===== config.mk =====
export PLATFORM = sky130hd
export DESIGN_NAME = chrr_ram
export DESIGN_NICKNAME = d
export VERILOG_FILES = /design/src/hw/rtl/chrr_ram.sv
export SDC_FILE = /design/constraint.sdc
export NUM_CORES = 2
export LEC_CHECK = 0
export BUFFER_PORTS_ARGS = -buffer_cell sky130_fd_sc_hd__buf_2
export CORE_UTILIZATION = 30
export CTS_BUF_LIST = sky130_fd_sc_hd__clkbuf_8
export DETAILED_ROUTE_END_ITERATION = 6
export PLACE_DENSITY = 0.46
export SETUP_SLACK_MARGIN = 0.15
export SLEW_MARGIN = 5
export SYNTH_ARGS = -nofsm -noshare
export SYNTH_HDL_FRONTEND = slang
export SYNTH_SLANG_ARGS = --single-unit

===== constraint.sdc =====
create_clock -name clock -period 2.3 [get_ports clock]
set_input_delay 0.115 -clock clock [delete_from_list [all_inputs] [get_ports clock]]
set_output_delay 0.115 -clock clock [all_outputs]
set_load 0.05 [all_outputs]

===== src/hw/rtl/chrr_ram.sv =====
`timescale 1ns / 1ps
// Generic single-write, single-read RAM with a registered read port.
// Stand-alone; holds the ring entries of the router.
module chrr_ram #(
   parameter int WIDTH = 8,
   parameter int DEPTH = 256
) (
   input  logic                     clock,
   input  logic                     wr_en,
   input  logic [$clog2(DEPTH)-1:0] wr_addr,
   input  logic [WIDTH-1:0]         wr_data,
   input  logic [$clog2(DEPTH)-1:0] rd_addr,
   output logic [WIDTH-1:0]         rd_data
);

   logic [WIDTH-1:0] mem_ff [DEPTH];
   logic [WIDTH-1:0] rd_data_ff;

   always_ff @(posedge clock) begin
      if (wr_en) begin
         mem_ff[wr_addr] <= wr_data;
      end
      rd_data_ff <= mem_ff[rd_addr];
   end

   assign rd_data = rd_data_ff;

endmodule


### Word level (Yosys, flattened, before mapping)

Memories as Yosys holds them, arrays and structs flattened. A register that Yosys moved wholly into a read port is not among the register bits.
Index checks and enable logic that the tools add are counted.

* register bits: 0
* output and inout port bits: 8
* memories: 1
* logic and storage cells: 3
* memory bits (writable): 2048
* bits of input ports: 26

Memories
* mem_ff: depth 256, width 8, read ports 1, clocked after memory_dff 1, write ports 1, line 16 `logic [WIDTH-1:0] mem_ff [DEPTH];`

* mux-type cells: 2

Operators with widths (number)
* $mux 1: 2

### Logic depth before layout (Yosys ltp)

* word-level depth: 2
* depth in mapped cells: 11
* depth with buffers taken out: 6

### Least setup slack after synthesis

No wires, ideal clock.

* path kind: input -> register
* from: in rd_addr[0]
* to: reg rd_data_ff[2], in the netlist rd_data[2], read port of mem_ff
* arrival: 1922 ps
* required time: 2169 ps
* stages on the path: 9
* setup slack: 247 ps
* buffers on the path: 4
* library setup time: 131 ps
* path through: buf_6 > buf_12 > buf_8 > buf_2 > mux4_2 > a22oi_1 > a21oi_1 > nor4_1 > nor4_2

RTL lines
* from (decl): line 12 `input logic [$clog2(DEPTH)-1:0] rd_addr,`
* to (decl): line 17 `logic [WIDTH-1:0] rd_data_ff;`

==> run_summary.xml <==
<?xml version="1.0" encoding="UTF-8"?>
<metrics>
  <group name="status">
    <metric name="status" unit="">finished, violations left</metric>
    <metric name="failing_checks" unit="">setup timing</metric>
  </group>
  <group name="sta">
    <metric name="fin_crit" unit="ns">2.31</metric>
    <metric name="tightestPinTransition" unit="ns">0.955</metric>
    <metric name="grt_setup_unrepaired" unit="">yes</metric>
    <metric name="layout_setup_ws" unit="ns">-0.0135</metric>
    <metric name="min_period_over_period" unit="">1.01</metric>
    <metric name="max-slew-margin-rel" unit="">0.363</metric>
    <metric name="clock_skew" unit="ns">0.0741</metric>
    <metric name="clock.fmax" unit="GHz">0.432</metric>
    <metric name="final_max_slew_viol_count" unit="">0</metric>
    <metric name="fin_setup_tns" unit="ns">-0.0135</metric>
    <metric name="setup_viol_count_final" unit="">1</metric>
    <metric name="hold_viol_final" unit="">0</metric>
    <metric name="hold_ws" unit="ns">0.0991</metric>
  </group>
  <group name="routing">
    <metric name="dr.first_iter.drc_count" unit="">3455</metric>
    <metric name="detail_route.first_pass.iterations" unit="">5</metric>
    <metric name="drt_drc_violations_left" unit="">0</metric>
    <metric name="post_drt_wl_per_cell" unit="µm">26.9</metric>
    <metric name="drt_wl_total" unit="µm">227000</metric>
    <metric name="detail-route-antenna-nets" unit="">0</metric>
    <metric name="num_vias" unit="">41298</metric>
    <metric name="vias_per_cell" unit="">4.90</metric>
  </group>
  <group name="critical_path">
    <metric name="crit_fanout" unit="">1</metric>
    <metric name="timing.critical_path.to" unit="">rd_data[4]</metric>
    <metric name="rrSetupSlack" unit="ns">-0.01</metric>
    <metric name="reg2regPathDepth" unit="">8</metric>
    <metric name="worst_path_max_delay_cell" unit="">sky130_fd_sc_hd__mux4_2</metric>
    <metric name="critical_path.max_stage_delay" unit="ns">0.51</metric>
    <metric name="setup.worst_path.start" unit="">mem_ff[138][4]</metric>
    <metric name="critical-path-top-delay-family" unit="">multiplexers</metric>
    <metric name="worst-path-buf-inv" unit="">2</metric>
    <metric name="launch_point_of_the_worst_reg_to_reg_path" unit="">mem_ff[138][4]</metric>
    <metric name="end_kind" unit="">flop</metric>
    <metric name="timing.critical_path.required" unit="ns">3.24</metric>
    <metric name="crit_type" unit="">reg -&gt; reg</metric>
    <metric name="critical_path.reg2reg.endpoint" unit="">rd_data[4]</metric>
    <metric name="cp_data_arrival_time" unit="ns">3.26</metric>
    <metric name="timing.critical_path.cells" unit="">mux4_2 -&gt; mux4_2 -&gt; nor2_1 -&gt; a2111oi_1 -&gt; buf_4 -&gt; nor3_4 -&gt; buf_4 -&gt; nor4_1</metric>
    <metric name="critical_path_depth" unit="">8</metric>
    <metric name="worst_setup_path_start_kind" unit="">flop</metric>
  </group>
  <group name="place">
    <metric name="numPortBuffers" unit="">33</metric>
    <metric name="dp_slack" unit="ns">-1.17</metric>
    <metric name="dpl_cell_area" unit="µm²">89700</metric>
    <metric name="dpl.hpwl" unit="µm">147000</metric>
    <metric name="globalplace.congestion" unit="">0.807</metric>
  </group>
  <group name="final_layout">
    <metric name="layout.cells.most_common" unit="">sky130_fd_sc_hd__edfxtp_1</metric>
    <metric name="final_core_utilization" unit="">0.368</metric>
    <metric name="final_cell_area_excluding_filler_cells" unit="µm²">96700</metric>
    <metric name="syn2layout_area_growth" unit="%">21.5</metric>
    <metric name="most-common-layout-cells" unit="">sky130_fd_sc_hd__edfxtp_1 (2048), sky130_fd_sc_hd__buf_4 (640), sky130_fd_sc_hd__mux4_2 (454)</metric>
    <metric name="nNetsFinal" unit="">4684</metric>
    <metric name="final_layout_size_suffix_gt1_frac" unit="">0.352</metric>
    <metric name="filler_cell_count" unit="">24496</metric>
  </group>
  <group name="yosys">
    <metric name="synthesis.yosys.warnings" unit="">0</metric>
    <metric name="netlist.area_leader.share" unit="">0.773</metric>
    <metric name="synth_cells" unit="">3733</metric>
    <metric name="synth.yosys.seq_area_share" unit="">0.775</metric>
    <metric name="synth.largest_area_cell" unit="">sky130_fd_sc_hd__edfxtp_1</metric>
    <metric name="syn-cell-area" unit="µm²">79600</metric>
    <metric name="netlist_top_cells_area" unit="">sky130_fd_sc_hd__edfxtp_1 (77%), sky130_fd_sc_hd__mux4_2 (13%), sky130_fd_sc_hd__mux2i_1 (1.7%), sky130_fd_sc_hd__nor2_1 (1.3%), sky130_fd_sc_hd__a22oi_1 (1.3%)</metric>
    <metric name="post_synth.cell_area_avg" unit="µm²">21.3</metric>
    <metric name="synth.ff_latch_count" unit="">2056</metric>
    <metric name="synth_cell_type_count" unit="">55</metric>
    <metric name="mappedNetlistNets" unit="">3759</metric>
  </group>
  <group name="run">
    <metric name="maxCapViolCount" unit="">0</metric>
  </group>
  <group name="die">
    <metric name="io_pins" unit="">34</metric>
    <metric name="design.die.area" unit="µm²">267000</metric>
    <metric name="row_count" unit="">188</metric>
    <metric name="start_util" unit="">0.303</metric>
    <metric name="die_height" unit="µm">517</metric>
    <metric name="die-width" unit="µm">517</metric>
    <metric name="core_area" unit="µm²">263000</metric>
  </group>
  <group name="global_route">
    <metric name="grt_antenna_before_repair" unit="">12</metric>
    <metric name="maximum_number_of_pins_on_one_net_before_global_route_repair" unit="">118</metric>
    <metric name="grt_remaining_overflow" unit="">0</metric>
    <metric name="grt_pass1_vias" unit="">43049</metric>
    <metric name="grt_pass1_wl" unit="µm">323000</metric>
    <metric name="grt_usage" unit="">0.170</metric>
  </group>
  <group name="power_and_ir_drop">
    <metric name="switching_share" unit="">0.232</metric>
    <metric name="switchingPower" unit="W">0.0176</metric>
    <metric name="pwr-share-clk" unit="">0.390</metric>
    <metric name="cellPowerDensity" unit="nW/µm²">785</metric>
    <metric name="ir_drop" unit="µV">627</metric>
    <metric name="p_seq_frac" unit="">0.546</metric>
    <metric name="power.internal" unit="W">0.0583</metric>
    <metric name="power.combinational.fraction" unit="">0.064</metric>
    <metric name="total_leakage_power" unit="nW">31.4</metric>
  </group>
  <group name="clocking">
    <metric name="worst_setup_hold_path_clk_slew" unit="ns">0.07</metric>
    <metric name="cts.htree.levels" unit="">5</metric>
    <metric name="tritoncts.num_buffers" unit="">356</metric>
    <metric name="cts_num_sinks" unit="">2056</metric>
    <metric name="cts_max_path_buffers" unit="">4</metric>
    <metric name="clock_latency" unit="ns">1.07</metric>
    <metric name="clock_tree.root_cell" unit="">sky130_fd_sc_hd__clkbuf_8</metric>
    <metric name="cts_tree" unit="">built</metric>
  </group>
  <group name="hold_path">
    <metric name="holdCritStartpoint" unit="">wr_data[6]</metric>
    <metric name="hold_path.class" unit="">in -&gt; reg</metric>
  </group>
</metrics>
worst min-delay path by stage:
stage / cells past startpoint / slack (ns) / end
floorplan: 0 / 0.21 / mem_ff[0][0]
global placement: 1 / 0.47 / mem_ff[114][1]
detailed placement: 1 / 0.47 / mem_ff[114][1]
CTS: 2 / 0.002 / mem_ff[208][3]
global route: 2 / 0.04 / mem_ff[242][6]
finish: 2 / 0.1 / mem_ff[242][6]
sequential cells by signal, indices dropped and copies added (netlist names):
name     count
mem_ff    2048
rd_data      8
routing by layer:
layer | wire [µm] | track usage | vias up | share of wire
met3 | 10600 | 0.0274 | 353 | 0.047
met5 | 0 | 0 | - | 0
met2 | 109000 | 0.276 | 1146 | 0.48
met4 | 5550 | 0.0464 | 0 | 0.024
met1 | 101000 | 0.235 | 22193 | 0.45
li1 | - | - | 17606 | -
Yosys cell counts, drive strengths merged:
cell / number
a22o: 8
a22oi: 133
nand2: 33
or3b: 1
nand2b: 8
nand3: 34
dfxtp: 8
and3b: 2
and2: 6
nor2: 282
o32ai: 5
o22ai: 28
inv: 1
clkinv: 1
and3: 1
or2b: 1
a211oi: 16
nor2b: 31
o22a: 5
edfxtp: 2048
clkbuf: 111
o221ai: 47
nor3: 22
mux4: 456
o311ai: 1
buf: 122
mux2: 1
a221oi: 14
nand3b: 2
or2: 4
a311oi: 2
nor4b: 1
nand4: 10
o211ai: 10
a2111oi: 5
a21boi: 1
mux2i: 134
nor3b: 1
a31oi: 2
o21ai: 12
nor4: 27
a21oi: 96
layout make-up:
type	instances	area (µm²)	share of cell area
Sequential cell	2056	61700	0.638
Multi-Input combinational cell	1442	17100	0.177
Timing Repair Buffer	800	7390	0.0764
Clock buffer	364	5010	0.0518
Tap cell	3515	4400	0.0455
Clock inverter	242	1090	0.0113
Antenna cell	7	17.5	0.000181
Inverter	2	7.51	0.0000777
power by group through the flow:
stage | sequential, W | clock, W | combinational (W)
6_report | 0.0414 | 0.0296 | 0.00484
3_5_place_dp | 0.0422 | 0 | 0.00474
3_3_place_gp | 0.0422 | 0 | 0.00472
2_1_floorplan | 0.0422 | 0 | 0.00201
5_1_grt | 0.0414 | 0.0321 | 0.00512
4_1_cts | 0.0414 | 0.0306 | 0.00491
cells by family (layout without fill, tap and decap cells):
group	after synthesis	in the layout	synth area share
AND/OR/NAND/NOR	466	466	0.0263
multiplexers	591	591	0.146
buffers and inverters	235	1408	0.0183
flip-flops	2056	2056	0.775
AO/OA/AOI/OAI	385	385	0.0342
other	0	7	0
what timing repair did:
action                                 4_1_cts  5_1_grt
pin swaps                                   30       23
setup endpoints to repair                   11        9
hold buffers                                26        0
setup buffers                                0        0
gates resized for setup                     67       25
endpoints found under the hold margin     3303        0
metrics by stage:
| stage | total power, W | instances |
|---|---|---|
| floorplan | 0.0442 | 3733 |
| global placement | 0.0469 | 7788 |
| detailed placement | 0.0469 | 7789 |
| CTS | 0.0769 | 8421 |
| global route | 0.0786 | 8426 |
| finish | 0.0759 | 8428 |
No activity file was read; power rests on OpenSTA's default activity.
