## src/hw/rtl/chrr_pkg.sv

```systemverilog
`timescale 1ns / 1ps
// Shared types, constants and state encodings for the consistent-hash ring router.
// Used by chrr_hash, chrr_search and the top level; depends on nothing.
package chrr_pkg;

   localparam int RING_DEPTH     = 256;
   localparam int NODE_COUNT_MAX = 64;
   localparam int RING_IDX_W     = $clog2(RING_DEPTH);
   localparam int RING_CNT_W     = $clog2(RING_DEPTH + 1);
   localparam int NODE_W         = 6;
   localparam int NODE_STORE_W   = (NODE_COUNT_MAX > 1) ? $clog2(NODE_COUNT_MAX) : 1;
   localparam int CFG_SIZE_W     = 9;
   localparam int HASH_W         = 32;

   localparam logic [HASH_W-1:0] SEED_VALUE = 32'h0000_0001;
   localparam logic [HASH_W-1:0] MM_C1      = 32'hcc9e_2d51;
   localparam logic [HASH_W-1:0] MM_C2      = 32'h1b87_3593;
   localparam logic [HASH_W-1:0] MM_FMIX1   = 32'h85eb_ca6b;
   localparam logic [HASH_W-1:0] MM_FMIX2   = 32'hc2b2_ae35;
   localparam logic [HASH_W-1:0] MM_ROUND_N = 32'he654_6b64;

   localparam logic REQ_LOAD = 1'b0;
   localparam logic REQ_KEY  = 1'b1;

   typedef struct packed {
      logic        req_type;
      logic [7:0]  entry_index;
      logic [31:0] entry_hash;
      logic [5:0]  entry_node;
      logic [7:0]  key_byte;
      logic        byte_present;
      logic        key_last;
   } req_item_type;

   typedef struct packed {
      logic [5:0] node_index;
      logic       empty_error;
   } rsp_item_type;

   typedef struct packed {
      logic [HASH_W-1:0] hash;
      logic [NODE_W-1:0] node;
   } ring_entry_type;

   localparam int ENTRY_W = $bits(ring_entry_type);

   typedef struct packed {
      logic busy;
      logic done;
   } hash_stat_type;

   typedef struct packed {
      logic              busy;
      logic              valid;
      logic [NODE_W-1:0] node;
      logic              empty;
   } srch_res_type;

   typedef enum logic [3:0] {
      H_IDLE,
      H_MIX1,
      H_MIX2,
      H_ROUND,
      H_FIN,
      H_FXOR,
      H_FM1,
      H_FM2,
      H_FM3
   } hash_state_type;

   typedef enum logic {
      SR_IDLE,
      SR_SCAN
   } srch_state_type;

endpackage

```

## src/hw/rtl/chrr_search.sv

```systemverilog
`timescale 1ns / 1ps
// Ring lookup: scans the ring RAM in index order for the first hash not below the key hash.
// Depends on chrr_pkg for widths, the ring entry type and the result struct.
module chrr_search
   import chrr_pkg::*;
(
   input  logic                  clock,
   input  logic                  reset,
   input  logic                  start,
   input  logic [HASH_W-1:0]     lookup_hash,
   input  logic [RING_CNT_W-1:0] ring_size,
   output logic [RING_IDX_W-1:0] rd_addr,
   input  ring_entry_type        rd_entry,
   output srch_res_type          res
);

   srch_state_type        state_ff, state_in;
   logic [HASH_W-1:0]     kh_ff, kh_in;
   logic [RING_CNT_W-1:0] size_ff, size_in;
   logic [RING_IDX_W-1:0] cur_ff, cur_in;
   logic [NODE_W-1:0]     first_ff, first_in;

   logic hit, at_end, at_first;

   assign hit      = (rd_entry.hash >= kh_ff);
   assign at_end   = ((RING_CNT_W'(cur_ff) + RING_CNT_W'(1)) == size_ff);
   assign at_first = (cur_ff == '0);

   always_ff @(posedge clock) begin
      if (reset) begin
         state_ff <= SR_IDLE;
      end else begin
         state_ff <= state_in;
      end
      kh_ff    <= kh_in;
      size_ff  <= size_in;
      cur_ff   <= cur_in;
      first_ff <= first_in;
   end

   always_comb begin
      state_in  = state_ff;
      kh_in     = kh_ff;
      size_in   = size_ff;
      cur_in    = cur_ff;
      first_in  = first_ff;
      rd_addr   = '0;
      res.busy  = 1'b0;
      res.valid = 1'b0;
      res.node  = '0;
      res.empty = 1'b0;
      unique case (state_ff)
         SR_IDLE: begin
            if (start) begin
               kh_in   = lookup_hash;
               size_in = ring_size;
               cur_in  = '0;
               if (ring_size == '0) begin
                  res.valid = 1'b1;
                  res.empty = 1'b1;
               end else begin
                  state_in = SR_SCAN;
               end
            end
         end
         SR_SCAN: begin
            res.busy = 1'b1;
            rd_addr  = cur_ff + RING_IDX_W'(1);
            if (at_first) begin
               first_in = rd_entry.node;
            end
            if (hit || at_end) begin
               res.valid = 1'b1;
               res.node  = (hit || at_first) ? rd_entry.node : first_ff;
               state_in  = SR_IDLE;
            end else begin
               cur_in = cur_ff + RING_IDX_W'(1);
            end
         end
         default: begin
            state_in = SR_IDLE;
         end
      endcase
   end

endmodule

```

## config.mk

```make
export PLATFORM = sky130hd
export DESIGN_NAME = chrr_search
export DESIGN_NICKNAME = d
export VERILOG_FILES = /design/src/hw/rtl/chrr_pkg.sv /design/src/hw/rtl/chrr_search.sv
export SDC_FILE = /design/constraint.sdc
export NUM_CORES = 1
export LEC_CHECK = 0
export BUFFER_PORTS_ARGS = -buffer_cell sky130_fd_sc_hd__buf_2
export CAP_MARGIN = 20
export CELL_PAD_IN_SITES_DETAIL_PLACEMENT = 1
export CELL_PAD_IN_SITES_GLOBAL_PLACEMENT = 2
export CORE_MARGIN = 2
export CORE_UTILIZATION = 33
export CTS_CLUSTER_DIAMETER = 150
export CTS_CLUSTER_SIZE = 40
export DETAILED_ROUTE_END_ITERATION = 12
export MAX_ROUTING_LAYER = met4
export PLACE_DENSITY = 0.82
export SYNTH_ARGS = -nofsm -noshare
export SYNTH_HDL_FRONTEND = slang
export SYNTH_SLANG_ARGS = --single-unit
```

## constraint.sdc

```tcl
create_clock -name clock -period 6.4 [get_ports clock]
set_clock_uncertainty 0.05 [all_clocks]
set_input_delay 0.64 -clock clock [delete_from_list [all_inputs] [get_ports clock]]
set_output_delay 0.64 -clock clock [all_outputs]
set_load 0.01 [all_outputs]
```

# After elaboration in Yosys (flattened, before gate mapping)
# Cells that the tools add are included.
[totals] ff_bits=56 out_inout_bits=17 in_bits=82 elab_cells=35
[op_classes] order_cmp=1 bitwise_logic=1 n_eq_ne=3 n_mux=16 reduce_logical=7 add_sub_neg=2
[op_table] cell="greater-or-equal comparator 32 bit" count=1
[op_table] cell="2-to-1 mux 8 bit" count=3
[op_table] cell="one-hot mux 8 bit (2 select lines)" count=1
[op_table] cell="2-to-1 mux 6 bit" count=2
[op_table] cell="adder 8 x 1 -> 9 bit (second input constant)" count=1
[op_table] cell="== test 9 bit" count=1
[op_table] cell="logical NOT 9 bit" count=1
[op_table] cell="adder 8 x 1 -> 8 bit (second input constant)" count=1
[op_table] cell="logical NOT 8 bit" count=1
[op_table] cell="2-to-1 mux 1 bit" count=7
[op_table] cell="2-to-1 mux 7 bit" count=1
[op_table] cell="AND reduction 2 bit" count=3
[op_table] cell="!= test 2 bit (second input constant)" count=2
[op_table] cell="one-hot mux 1 bit (2 select lines)" count=2
[op_table] cell="logical OR 1 bit" count=2
[op_table] cell="inverter 1 bit" count=1

# Depth between registers and ports, before layout
[depth] word_depth=5 depth_mapped=9 ltp_nobuf=8

# Worst setup path before layout
# OpenSTA, ideal clock, no wires.
[synth_path] path_kind="input port to output port" start="input rd_entry[31] in the netlist's numbering" end="output res[2] in the netlist's numbering" stages=8 slack_ns=3.410 required_time_ns=5.710 arrival_ns=2.300 cell_sequence="ha_1 -> a211oi_1 -> o21ai_1 -> o2111a_1 -> nand4b_1 -> clkbuf_8 -> a211o_2 -> a22oi_1"
[synth_lines] element="start, declared" line="chrr_search.sv:13" rtl="input ring_entry_type rd_entry,"
[synth_lines] element="end, declared" line="chrr_search.sv:14" rtl="output srch_res_type res"

==> results_dict.tcl <==
set metrics [dict create \
    finalMaxSlewViolations 0 \
    syn2layout_area_growth_pct 22.8 \
    syn_avg_cell_area_sq_um 11.7 \
    critPathSlowestCell "a22oi_1" \
    cts_buffers 5 \
    fin_nets 491 \
    synth_largest_area_cell "edfxtp_1" \
    cts-root-buf "clkbuf_8" \
    dieArea_sq_um 10400 \
    die_y_microns 102 \
    grt_pass1_wl_microns 12200 \
    endpoint_kind "output pin" \
    crit_required_ns 5.71 \
    setup-tns-final_ns 0 \
    syn_nets 388 \
    grt_pass1_vias 2607 \
    avgViaCountPerCell 4.78 \
    start_util_pct 34.1 \
    core_region_area_sq_um 9280 \
    rsz0062_at_grt "false" \
    fp-row-count 35 \
    synth_ff_type "edfxtp_1" \
    ys_seq_area_share_pct 52.7 \
    holdBufCountCts 0 \
    cts_setup_buffers 0 \
    overflow 0 \
    grt_max_degree 43 \
    maxCapViolCount 0 \
    cp_max_fo 14 \
    num-fill-cells 1073 \
    cts_max_level 2 \
    dp_slack_ns 2.69 \
    syn_area_sq_um 3170 \
    drive_above_1_share_pct 31.1 \
    antennaDiodeCount 0 \
    setup_viol 0 \
    min_period_over_period_pct 56.8 \
    antenna_left 0 \
    grt_usage_pct 15.6 \
    synth-seq-cells 56 \
    path_clk_slew_ns 0.10 \
    critPathArrivalTime_ns 2.95 \
    gp_congestion 0.842 \
    regArea_sq_um 1670 \
    p_per_area_nw_per_um2 212 \
    num_vias 2414 \
    die_x_microns 102 \
    synth_edf_count 55 \
    setup_ws_ns 2.76 \
    startpoint_type "primary input" \
    synth.top_cell.area_share_pct 52.1 \
    drcViolationCount 0 \
    antenna_found_initial 0 \
    clockBufferDepth 2 \
    synth.distinct_cells 43 \
    ioPinCount 99 \
    async_flop_share_pct 0 \
    io_buffers 98 \
    p_leak_nw 1.75 \
    path_cells "buf_2 > ha_1 > a211oi_1 > o21ai_0 > a41oi_1 > o21ai_1 > buf_4 > a22oi_1 > a22oi_1 > buf_2" \
    finalCriticalPeriod_ns 3.64 \
    max_slew.worst_pin.slew_ns 0.749 \
    max_freq_mhz 275 \
    hold_viol 0 \
    yosysWarnings 0 \
    cts_resized 0 \
    cts_tree "yes" \
    outcome "complete, no violations" \
    dp_hpwl_microns 6040 \
    slew_headroom_pct 50.0 \
    post_drt_wl_per_cell_microns 15.0 \
    syn_inst 272 \
    clock-sinks 56 \
    max_stage_delay_ns 0.60 \
    fin_hold_ws_ns 0.452 \
    netlist_top_cells_area "edfxtp_1, ha_1, inv_1" \
    insertion_delay_ns 0.30 \
    postRouteWirelength_microns 7560 \
    drt_first_pass_iters 4 \
    min_path_type "in -> reg" \
    ir_drop_uv 99.5 \
    multi_input_area_sq_um 1300 \
    drtIter0Drc 83 \
    critPathKind "in -> out" \
]
-- cells in the final DEF, fill, tap and decap left out, types with 6 or more instances in the layout --
cell / n
clkbuf_8: 6
ha_1: 34
a211o_2: 6
nor2_1: 12
nand2_1: 14
inv_1: 41
edfxtp_1: 55
nand4_1: 6
nor3_1: 6
xor2_1: 6
buf_2: 98
a22oi_1: 8
o21ai_0: 12
a21oi_1: 15
o211ai_1: 6
-- synthesized netlist by cell type (2+ instances only) --
library cell and instances:
edfxtp_1 55, inv_1 42, ha_1 34, a21oi_1 15, nand2_1 14, nor2_1 12
o21ai_0 12, a22oi_1 8, a211o_2 6, nand4_1 6, nor3_1 6, o211ai_1 6
xor2_1 6, nand3_1 4, nand3b_1 4, xnor2_1 4, and2_1 3, nor4_1 3
a211oi_1 2, buf_4 2, nor2b_1 2, o2111a_1 2, o21a_1 2, o21ai_1 2
or3_1 2
-- through the flow --
step           power [W]  util, %  instances  area [sq um]
3_3_place_gp    0.000624     41.0        497          3800
2_1_floorplan   0.000565        -        272          3170
5_1_grt         0.000873     41.9        505          3890
6_report        0.000823     41.9        505          3890
4_1_cts         0.000836     41.9        505          3890
3_5_place_dp    0.000634     41.0        497          3800
-- cell type report --
cell class / instances / share of cell area (%)
tap: 129 / 4.15
inverter: 43 / 4.15
clock buffer: 8 / 2.31
multi-input combinational: 169 / 33.5
sequential: 56 / 42.9
timing repair buffer: 100 / 13.0
-- path summary, 6_finish.rpt --
check,start,endpoint,slack (ns),cells past startpoint
setup / recovery,rd_entry[8],res[1],2.76,10
hold / removal,lookup_hash[4],kh_ff[4]$_DFFE_PP_,0.45,1
setup reg to reg,cur_ff[0]$_DFFE_PP_,cur_ff[4]$_DFFE_PP_,3.84,7
hold reg to reg,state_ff$_SDFF_PP0_,cur_ff[7]$_DFFE_PP_,0.71,1
-- registers in the layout (all words and copies together), names as in the netlist --
register,cells
cur_ff,8
first_ff,6
size_ff,9
kh_ff,32
state_ff,1
-- kinds of logic (layout without fill, tap and decap cells) --
group                      Yosys count  in the layout  share of synthesized area, %
DFF                                 56             56                          52.7
buffers and inverters               47            151                          6.16
adders and majority gates           34             34                          13.4
xor gates and xnor gates            11             11                          3.47
AOI/OAI and AO/OA                   59             59                          12.6
and+or+nand+nor                     65             65                          11.6
-- critical path, delay by kind of cell --
family	cells	cell delay [ns]
buffers and inverters	3	0.48
AOI/OAI and AO/OA	6	1.53
adders and majority gates	1	0.29
-- metal layers --
metal	share of wire [%]	track usage [%]
met5	0	-
met3	4.2	3.01
met1	44	18.8
met2	50	27.0
met4	1.2	4.00
-- report_power, final --
group / leakage [nW] / internal [W] / switching, W / total [W]
Sequential: 0.537 / 0.000436 / 0.0000190 / 0.000455
Clock: 0.0455 / 0.0000888 / 0.000113 / 0.000202
Combinational: 1.17 / 0.0000739 / 0.0000926 / 0.000167
(Power assumes the default switching activity.)
