==> src/hw/rtl/chrr_pkg.sv <==
`timescale 1ns / 1ps
// Shared types, constants and state encodings for the consistent-hash ring router.
// Used by chrr_hash, chrr_search and the top level; depends on nothing.
package chrr_pkg;

   localparam int RING_DEPTH     = 256;
   localparam int NODE_COUNT_MAX = 64;
   localparam int RING_IDX_W     = $clog2(RING_DEPTH);
   localparam int RING_CNT_W     = $clog2(RING_DEPTH + 1);
   localparam int NODE_W         = 6;
   localparam int NODE_STORE_W   = (NODE_COUNT_MAX > 1) ? $clog2(NODE_COUNT_MAX) : 1;
   localparam int CFG_SIZE_W     = 9;
   localparam int HASH_W         = 32;

   localparam logic [HASH_W-1:0] SEED_VALUE = 32'h0000_0001;
   localparam logic [HASH_W-1:0] MM_C1      = 32'hcc9e_2d51;
   localparam logic [HASH_W-1:0] MM_C2      = 32'h1b87_3593;
   localparam logic [HASH_W-1:0] MM_FMIX1   = 32'h85eb_ca6b;
   localparam logic [HASH_W-1:0] MM_FMIX2   = 32'hc2b2_ae35;
   localparam logic [HASH_W-1:0] MM_ROUND_N = 32'he654_6b64;

   localparam logic REQ_LOAD = 1'b0;
   localparam logic REQ_KEY  = 1'b1;

   typedef struct packed {
      logic        req_type;
      logic [7:0]  entry_index;
      logic [31:0] entry_hash;
      logic [5:0]  entry_node;
      logic [7:0]  key_byte;
      logic        byte_present;
      logic        key_last;
   } req_item_type;

   typedef struct packed {
      logic [5:0] node_index;
      logic       empty_error;
   } rsp_item_type;

   typedef struct packed {
      logic [HASH_W-1:0] hash;
      logic [NODE_W-1:0] node;
   } ring_entry_type;

   localparam int ENTRY_W = $bits(ring_entry_type);

   typedef struct packed {
      logic busy;
      logic done;
   } hash_stat_type;

   typedef struct packed {
      logic              busy;
      logic              valid;
      logic [NODE_W-1:0] node;
      logic              empty;
   } srch_res_type;

   typedef enum logic [3:0] {
      H_IDLE,
      H_MIX1,
      H_MIX2,
      H_ROUND,
      H_FIN,
      H_FXOR,
      H_FM1,
      H_FM2,
      H_FM3
   } hash_state_type;

   typedef enum logic {
      SR_IDLE,
      SR_SCAN
   } srch_state_type;

endpackage

==> src/hw/rtl/chrr_hash.sv <==
`timescale 1ns / 1ps
// MurmurHash3 x86_32 key hasher built around one shared 32-bit multiplier.
// Depends on chrr_pkg for constants, item types and the sequencer states.
module chrr_hash
   import chrr_pkg::*;
(
   input  logic              clock,
   input  logic              reset,
   input  logic              key_fire,
   input  req_item_type      key_item,
   input  logic              go_ok,
   output hash_stat_type     stat,
   output logic [HASH_W-1:0] lookup_hash
);

   hash_state_type    state_ff, state_in;
   logic [HASH_W-1:0] hash_ff, hash_in;
   logic [HASH_W-1:0] len_ff, len_in;
   logic [23:0]       part_ff, part_in;
   logic [1:0]        cnt_ff, cnt_in;
   logic [HASH_W-1:0] acc_ff, acc_in;
   logic              last_ff, last_in;
   logic              tail_ff, tail_in;

   logic [HASH_W-1:0] mul_a, mul_b, prod;
   logic [HASH_W-1:0] round_x, round_r;

   assign prod    = mul_a * mul_b;
   assign round_x = hash_ff ^ acc_ff;
   assign round_r = {round_x[18:0], round_x[31:19]};
   assign lookup_hash = acc_ff ^ (acc_ff >> 16);

   always_ff @(posedge clock) begin
      if (reset) begin
         state_ff <= H_IDLE;
         hash_ff  <= SEED_VALUE;
         len_ff   <= '0;
         part_ff  <= '0;
         cnt_ff   <= '0;
      end else begin
         state_ff <= state_in;
         hash_ff  <= hash_in;
         len_ff   <= len_in;
         part_ff  <= part_in;
         cnt_ff   <= cnt_in;
      end
      acc_ff  <= acc_in;
      last_ff <= last_in;
      tail_ff <= tail_in;
   end

   always_comb begin
      state_in  = state_ff;
      hash_in   = hash_ff;
      len_in    = len_ff;
      part_in   = part_ff;
      cnt_in    = cnt_ff;
      acc_in    = acc_ff;
      last_in   = last_ff;
      tail_in   = tail_ff;
      mul_a     = acc_ff;
      mul_b     = '0;
      stat.busy = (state_ff != H_IDLE);
      stat.done = 1'b0;
      unique case (state_ff)
         H_IDLE: begin
            if (key_fire) begin
               len_in = len_ff + HASH_W'(key_item.byte_present);
               if (key_item.byte_present && (cnt_ff == 2'd3)) begin
                  acc_in   = {key_item.key_byte, part_ff};
                  part_in  = '0;
                  cnt_in   = '0;
                  tail_in  = 1'b0;
                  last_in  = key_item.key_last;
                  state_in = H_MIX1;
               end else begin
                  if (key_item.byte_present) begin
                     case (cnt_ff)
                        2'd0:    part_in = {part_ff[23:8], key_item.key_byte};
                        2'd1:    part_in = {part_ff[23:16], key_item.key_byte, part_ff[7:0]};
                        default: part_in = {key_item.key_byte, part_ff[15:0]};
                     endcase
                     cnt_in = cnt_ff + 2'd1;
                  end
                  if (key_item.key_last) begin
                     state_in = H_FIN;
                  end
               end
            end
         end
         H_MIX1: begin
            mul_b    = MM_C1;
            acc_in   = prod;
            state_in = H_MIX2;
         end
         H_MIX2: begin
            mul_a    = {acc_ff[16:0], acc_ff[31:17]};
            mul_b    = MM_C2;
            acc_in   = prod;
            state_in = tail_ff ? H_FXOR : H_ROUND;
         end
         H_ROUND: begin
            hash_in  = {round_r[29:0], 2'b00} + round_r + MM_ROUND_N;
            state_in = last_ff ? H_FIN : H_IDLE;
         end
         H_FIN: begin
            if (cnt_ff != 2'd0) begin
               acc_in   = {8'h00, part_ff};
               tail_in  = 1'b1;
               state_in = H_MIX1;
            end else begin
               acc_in   = hash_ff ^ len_ff;
               state_in = H_FM1;
            end
         end
         H_FXOR: begin
            acc_in   = hash_ff ^ acc_ff ^ len_ff;
            state_in = H_FM1;
         end
         H_FM1: begin
            mul_a    = acc_ff ^ (acc_ff >> 16);
            mul_b    = MM_FMIX1;
            acc_in   = prod;
            state_in = H_FM2;
         end
         H_FM2: begin
            mul_a    = acc_ff ^ (acc_ff >> 13);
            mul_b    = MM_FMIX2;
            acc_in   = prod;
            state_in = H_FM3;
         end
         H_FM3: begin
            if (go_ok) begin
               stat.done = 1'b1;
               hash_in   = SEED_VALUE;
               len_in    = '0;
               part_in   = '0;
               cnt_in    = '0;
               state_in  = H_IDLE;
            end
         end
         default: begin
            state_in = H_IDLE;
         end
      endcase
   end

endmodule

==> config.mk <==
export PLATFORM = sky130hd
export DESIGN_NAME = chrr_hash
export DESIGN_NICKNAME = d
export VERILOG_FILES = /design/src/hw/rtl/chrr_pkg.sv /design/src/hw/rtl/chrr_hash.sv
export SDC_FILE = /design/constraint.sdc
export NUM_CORES = 2
export LEC_CHECK = 0
export BUFFER_PORTS_ARGS = -buffer_cell sky130_fd_sc_hd__buf_2
export CAP_MARGIN = 20
export CORE_UTILIZATION = 35
export DETAILED_ROUTE_END_ITERATION = 6
export SYNTH_ARGS = -nofsm -noshare
export SYNTH_HDL_FRONTEND = slang
export SYNTH_SLANG_ARGS = --single-unit
==> constraint.sdc <==
create_clock -name clock -period 16.3 [get_ports clock]
set_input_delay 1.63 -clock clock [delete_from_list [all_inputs] [get_ports clock]]
set_output_delay 1.63 -clock clock [all_outputs]
set_load 0.01 [all_outputs]
# Word-level counts from Yosys, hierarchy flattened
# Cells that the tools add are included.
# classes
n_addsub	4
mul	1
n_div	0
n_lt_le_gt_ge	0
n_eq_ne	20
n_shift	0
n_mux	36
bitwise	5
n_reduce_logical	20
# op_table
cell	n
32-bit case mux with 4 select lines	2
32-bit 2-to-1 mux	6
32-bit case mux with 2 select lines	2
24-bit 2-to-1 mux	4
24-bit case mux with 2 select lines	2
32-bit case mux with 3 select lines	1
32-bit bitwise XOR	3
4-bit case mux with 9 select lines	1
32-bit by 1-bit adder with 32-bit output	1
32-bit adder	1
32-bit adder (second input constant)	1
32-bit by 32-bit multiplier with 32-bit output	1
32-bit by 16-bit bitwise XOR with 32-bit output	1
32-bit by 19-bit bitwise XOR with 32-bit output	1
6-bit AND reduction	3
4-bit by 3-bit == test with 1-bit output (second input constant)	4
4-bit 2-to-1 mux	4
3-bit != test (second input constant)	4
3-bit AND reduction	4
3-bit 2-to-1 mux	3
4-bit by 2-bit == test with 1-bit output (second input constant)	2
2-bit 2-to-1 mux	4
2-bit != test (second input constant)	4
4-bit AND reduction	2
other kinds (16)	25
# word_totals
regBits	128
latchBits	0
mem_bits_rw	0
rom_bits	0
in_bits	61
wordCells	96
memories	0

# Longest topological paths before layout
# logic_depth
ltp_word	6
mapped_depth	37

# Worst setup path before layout
# No wires, ideal clock.
# synth_timing
kind	register -> register
from	reg state_ff[0]
to	reg acc_ff[27], data pin
t_arrival_ps	7966
t_required_ps	16030
slack_ps	8063
path_stages_with_launch	33
n_path_buf	5
path_cell_list	dfxtp_1 buf_4 buf_2 clkbuf_1 clkbuf_1 nand2_1 nand2_1 o21ai_0 a221oi_1 and2_1 nand2b_1 fa_1 inv_1 fa_1 fa_1 fa_1 inv_1 fa_1 fa_1 fa_1 fa_1 ha_1 clkbuf_1 a21oi_1 nor2_1 nor4b_1 nand3_1 a31oi_1 o21bai_1 a21oi_1 xnor2_1 a222oi_1 a21oi_1
# synth_between
elab_chain_cells	4
# synth_rtl
item	line	text
from (decl)	chrr_hash.sv:16	hash_state_type state_ff, state_in;
from (signal assigned)	chrr_hash.sv:41	state_ff <= state_in;
4-bit by 3-bit == test with 1-bit output (tied with other cells)	chrr_hash.sv:65	unique case (state_ff)
32-bit case mux with 4 select lines / 32-bit case mux with 3 select lines (equally long branches)	chrr_hash.sv:65	
32-bit by 32-bit multiplier with 32-bit output	chrr_hash.sv:28	assign prod = mul_a * mul_b;
32-bit case mux with 4 select lines (*)	chrr_hash.sv:65	
named net acc_in[27]	chrr_hash.sv:21	logic [HASH_W-1:0] acc_ff, acc_in;
to (signal assigned)	chrr_hash.sv:47	acc_ff <= acc_in;
to (decl)	chrr_hash.sv:21	
# Mark *: on every way through the listed nets, which the timed path passes. The rest lies on a longest branch.
# A chain may end at the register's enable or synchronous reset.

# Final worst setup path
# layout_timing
from	reg state_ff[1]
to	reg acc_ff[27], data pin
# The elaborated chain is that of the path after synthesis.

==> impl_metrics.env <==
export IMPL_status="finished with violations"
export IMPL_violations="design-rule violations"
export IMPL_post_cts_buffers=0
export IMPL_yosysMostFrequentCell="inv_1"
export IMPL_synth_compound_gate_area_share_pct=11.2
export IMPL_slowest_delay_ns=0.88
export IMPL_synth_top_family_by_area="adder cells"
export IMPL_io_buffers=47
export IMPL_die_w_um=265
export IMPL_max_freq_ghz=0.0955
export IMPL_finalNonFillerCells=3730
export IMPL_tritoncts="done"
export IMPL_final_area_mm2=0.0260
export IMPL_cts_made_buffers=17
export IMPL_cts_root_buf="clkbuf_16"
export IMPL_clk_insertion_delay_late_ns=0.44
export IMPL_yosys_cell_types_count=83
export IMPL_fill_cells=7100
export IMPL_grt_setup_unrepaired="false"
export IMPL_core_mm2=0.0686
export IMPL_cp_start_kind="register"
export IMPL_start_util_pct=35.3
export IMPL_multi_input_area_mm2=0.0186
export IMPL_crit_required_ns=16.47
export IMPL_yosys_top_cells_count="554 x inv_1, 392 x fa_1, 248 x nor2_1"
export IMPL_yosys_area_share_simple_pct=13.3
export IMPL_crit_path_top_delay_cell="dfxtp_1"
export IMPL_fin_crit_sh_pct=64.2
export IMPL_finalHoldViolCount=0
export IMPL_avgSynthCellArea_um2=8.63
export IMPL_fin_crit_ns=10.47
export IMPL_antenna_found_initial=1
export IMPL_critPathMaxFanout=20
export IMPL_clkTransAtPathRegs_ns=0.07
export IMPL_synth_edff_count=34
export IMPL_maxSlewHeadroom_pct=20.2
export IMPL_fp_dieH_um=265
export IMPL_ys_warnings_count=0
export IMPL_synth_mux_area_share_pct=0.738
export IMPL_synth_seq_cells=128
export IMPL_grt_max_degree=65
export IMPL_fp_row_count=96
export IMPL_route_detailed_drc=29
export IMPL_insertedDiodeCount=0
export IMPL_seq_area_mm2=0.00290
export IMPL_synth_area_top_cells="fa_1 32%, ha_1 10%, inv_1 8.6%, dfxtp_1 7.8%, xnor2_1 5.0%"
export IMPL_clock_skew_ns=0.0128
export IMPL_hold_path_class="reg2reg"
export IMPL_overflow=0
export IMPL_yosys_area_share_xor_xnor_pct=8.98
export IMPL_async_flop_share_pct=0
export IMPL_yosys_area_top_type="fa_1"
export IMPL_dpl_hpwl_um=75000
export IMPL_utilization_pct=37.9
export IMPL_synth_net_count=3460
export IMPL_dieArea_mm2=0.0703
export IMPL_critical_path_class="reg2reg"
export IMPL_synth_top_area_share_pct=32.4
export IMPL_syn_area_mm2=0.0242
export IMPL_pin_count=95
export IMPL_dp_cells=3696
export IMPL_nNetsFinal=3438
export IMPL_arrival_ns=10.64
export IMPL_synth_adder_area_share_pct=42.7
export IMPL_tightest_slew_ns=1.20
export IMPL_gp_congestion=1.00
export IMPL_synthCells=2808
export IMPL_cts_hold_buf=0
export IMPL_grtUsageTotal_pct=26.3
export IMPL_antenna_left=0
export IMPL_setup_violations=0
export IMPL_wl_um=91200
export IMPL_first_pass_iters=7
export IMPL_maxCapViolCount=0
export IMPL_drive_gt1_share_pct=5.50
export IMPL_h_tree_depth=4
export IMPL_ys_seq_area_share_pct=12.0
export IMPL_dpl_cell_area_mm2=0.0253
export IMPL_routedWlPerCell_um=24.5
export IMPL_crit_path_end_kind="register"
export IMPL_drtIter0Drc=2325
export IMPL_viasPerCell=5.34
export IMPL_slew_violations=0
export IMPL_setup_tns_ns=0
export IMPL_area_growth_pct=7.24
export IMPL_cts_sinks=128
export IMPL_grt_pass1_vias=19662
export IMPL_grt_pass1_wl_um=134000
export IMPL_cts_resized=0
export IMPL_yosys_most_used_dff="dfxtp_1"
export IMPL_vias=19910
export IMPL_cts_buffer_depth=2
export IMPL_cp_common_cell="fa_1"
-- cell usage in the layout (no fill, tap or decap), drive strengths merged, types with 8 or more instances in the layout --
master / instances
nand4: 9
ha: 199
xnor2: 138
o21ai: 91
a21o: 34
xor2: 107
nor2: 252
a222oi: 20
or2: 8
inv: 560
a21oi: 161
clkbuf: 22
o21a: 8
nand2b: 25
buf: 92
or3: 13
dfxtp: 94
a211oi: 10
edfxtp: 34
a31oi: 9
and2: 26
nor3: 13
fa: 392
nand3: 61
mux2i: 13
nand2: 245
a22oi: 21
nor2b: 15
and3: 23
-- final cells by class --
type	count	area share, %
multi-input combinational	1992	71.7
inverter	555	8.02
tap	931	4.48
clock inverter	10	0.318
clock buffer	22	2.03
timing repair buffer	92	2.27
sequential	128	11.2
-- per-stage QoR --
stage,worst slack (ns),hold slack (ns)
6_report,5.83,0.453
4_1_cts,5.89,0.454
5_1_grt,5.31,0.476
3_5_place_dp,5.92,0.445
2_1_floorplan,8.06,0.431
3_3_place_gp,5.94,0.441
-- worst max-delay path: cells and delay by family (launching register included) --
| family | cells | cell delay [ns] |
|---|---|---|
| flops | 1 | 0.88 |
| simple gates | 6 | 2.43 |
| compound gates | 10 | 2.79 |
| xor+xnor | 2 | 0.28 |
| fa+ha+maj | 9 | 3.58 |
| buf+inv | 4 | 0.24 |
-- logic make-up (layout without fill, tap and decap cells) --
logic type                 count (synthesis)  count (layout)
muxes                                     17              17
buffers and inverters                    688             679
xor gates and xnor gates                 246             246
AOI/OAI and AO/OA                        429             429
adders and majority gates                591             591
and+or+nand+nor                          709             709
DFF                                      128             128
-- per-layer routing --
layer,vias to the layer above,routed length (um),GRT usage (%)
met5,-,0,0
met1,9906,37800,35.5
met4,0,5360,13.6
li1,8811,-,-
met3,186,8600,5.40
met2,1007,39500,39.7
-- registers in the layout, indices dropped and copies added (netlist names) --
signal / flops
part_ff: 24
tail_ff: 1
acc_ff: 32
state_ff: 4
last_ff: 1
cnt_ff: 2
len_ff: 32
hash_ff: 32
-- worst paths after layout --
path	start	end	slack (ns)	cells after the start
min	part_ff[4]	part_ff[4]	0.45	2
min reg2reg	part_ff[4]	part_ff[4]	0.45	2
max reg2reg	state_ff[1]	acc_ff[27]	5.83	31
max	state_ff[1]	acc_ff[27]	5.83	31
Power is left out: the tool's default activity adds up to more than one toggle a clock period on the data nets, which glitch-free logic cannot reach.
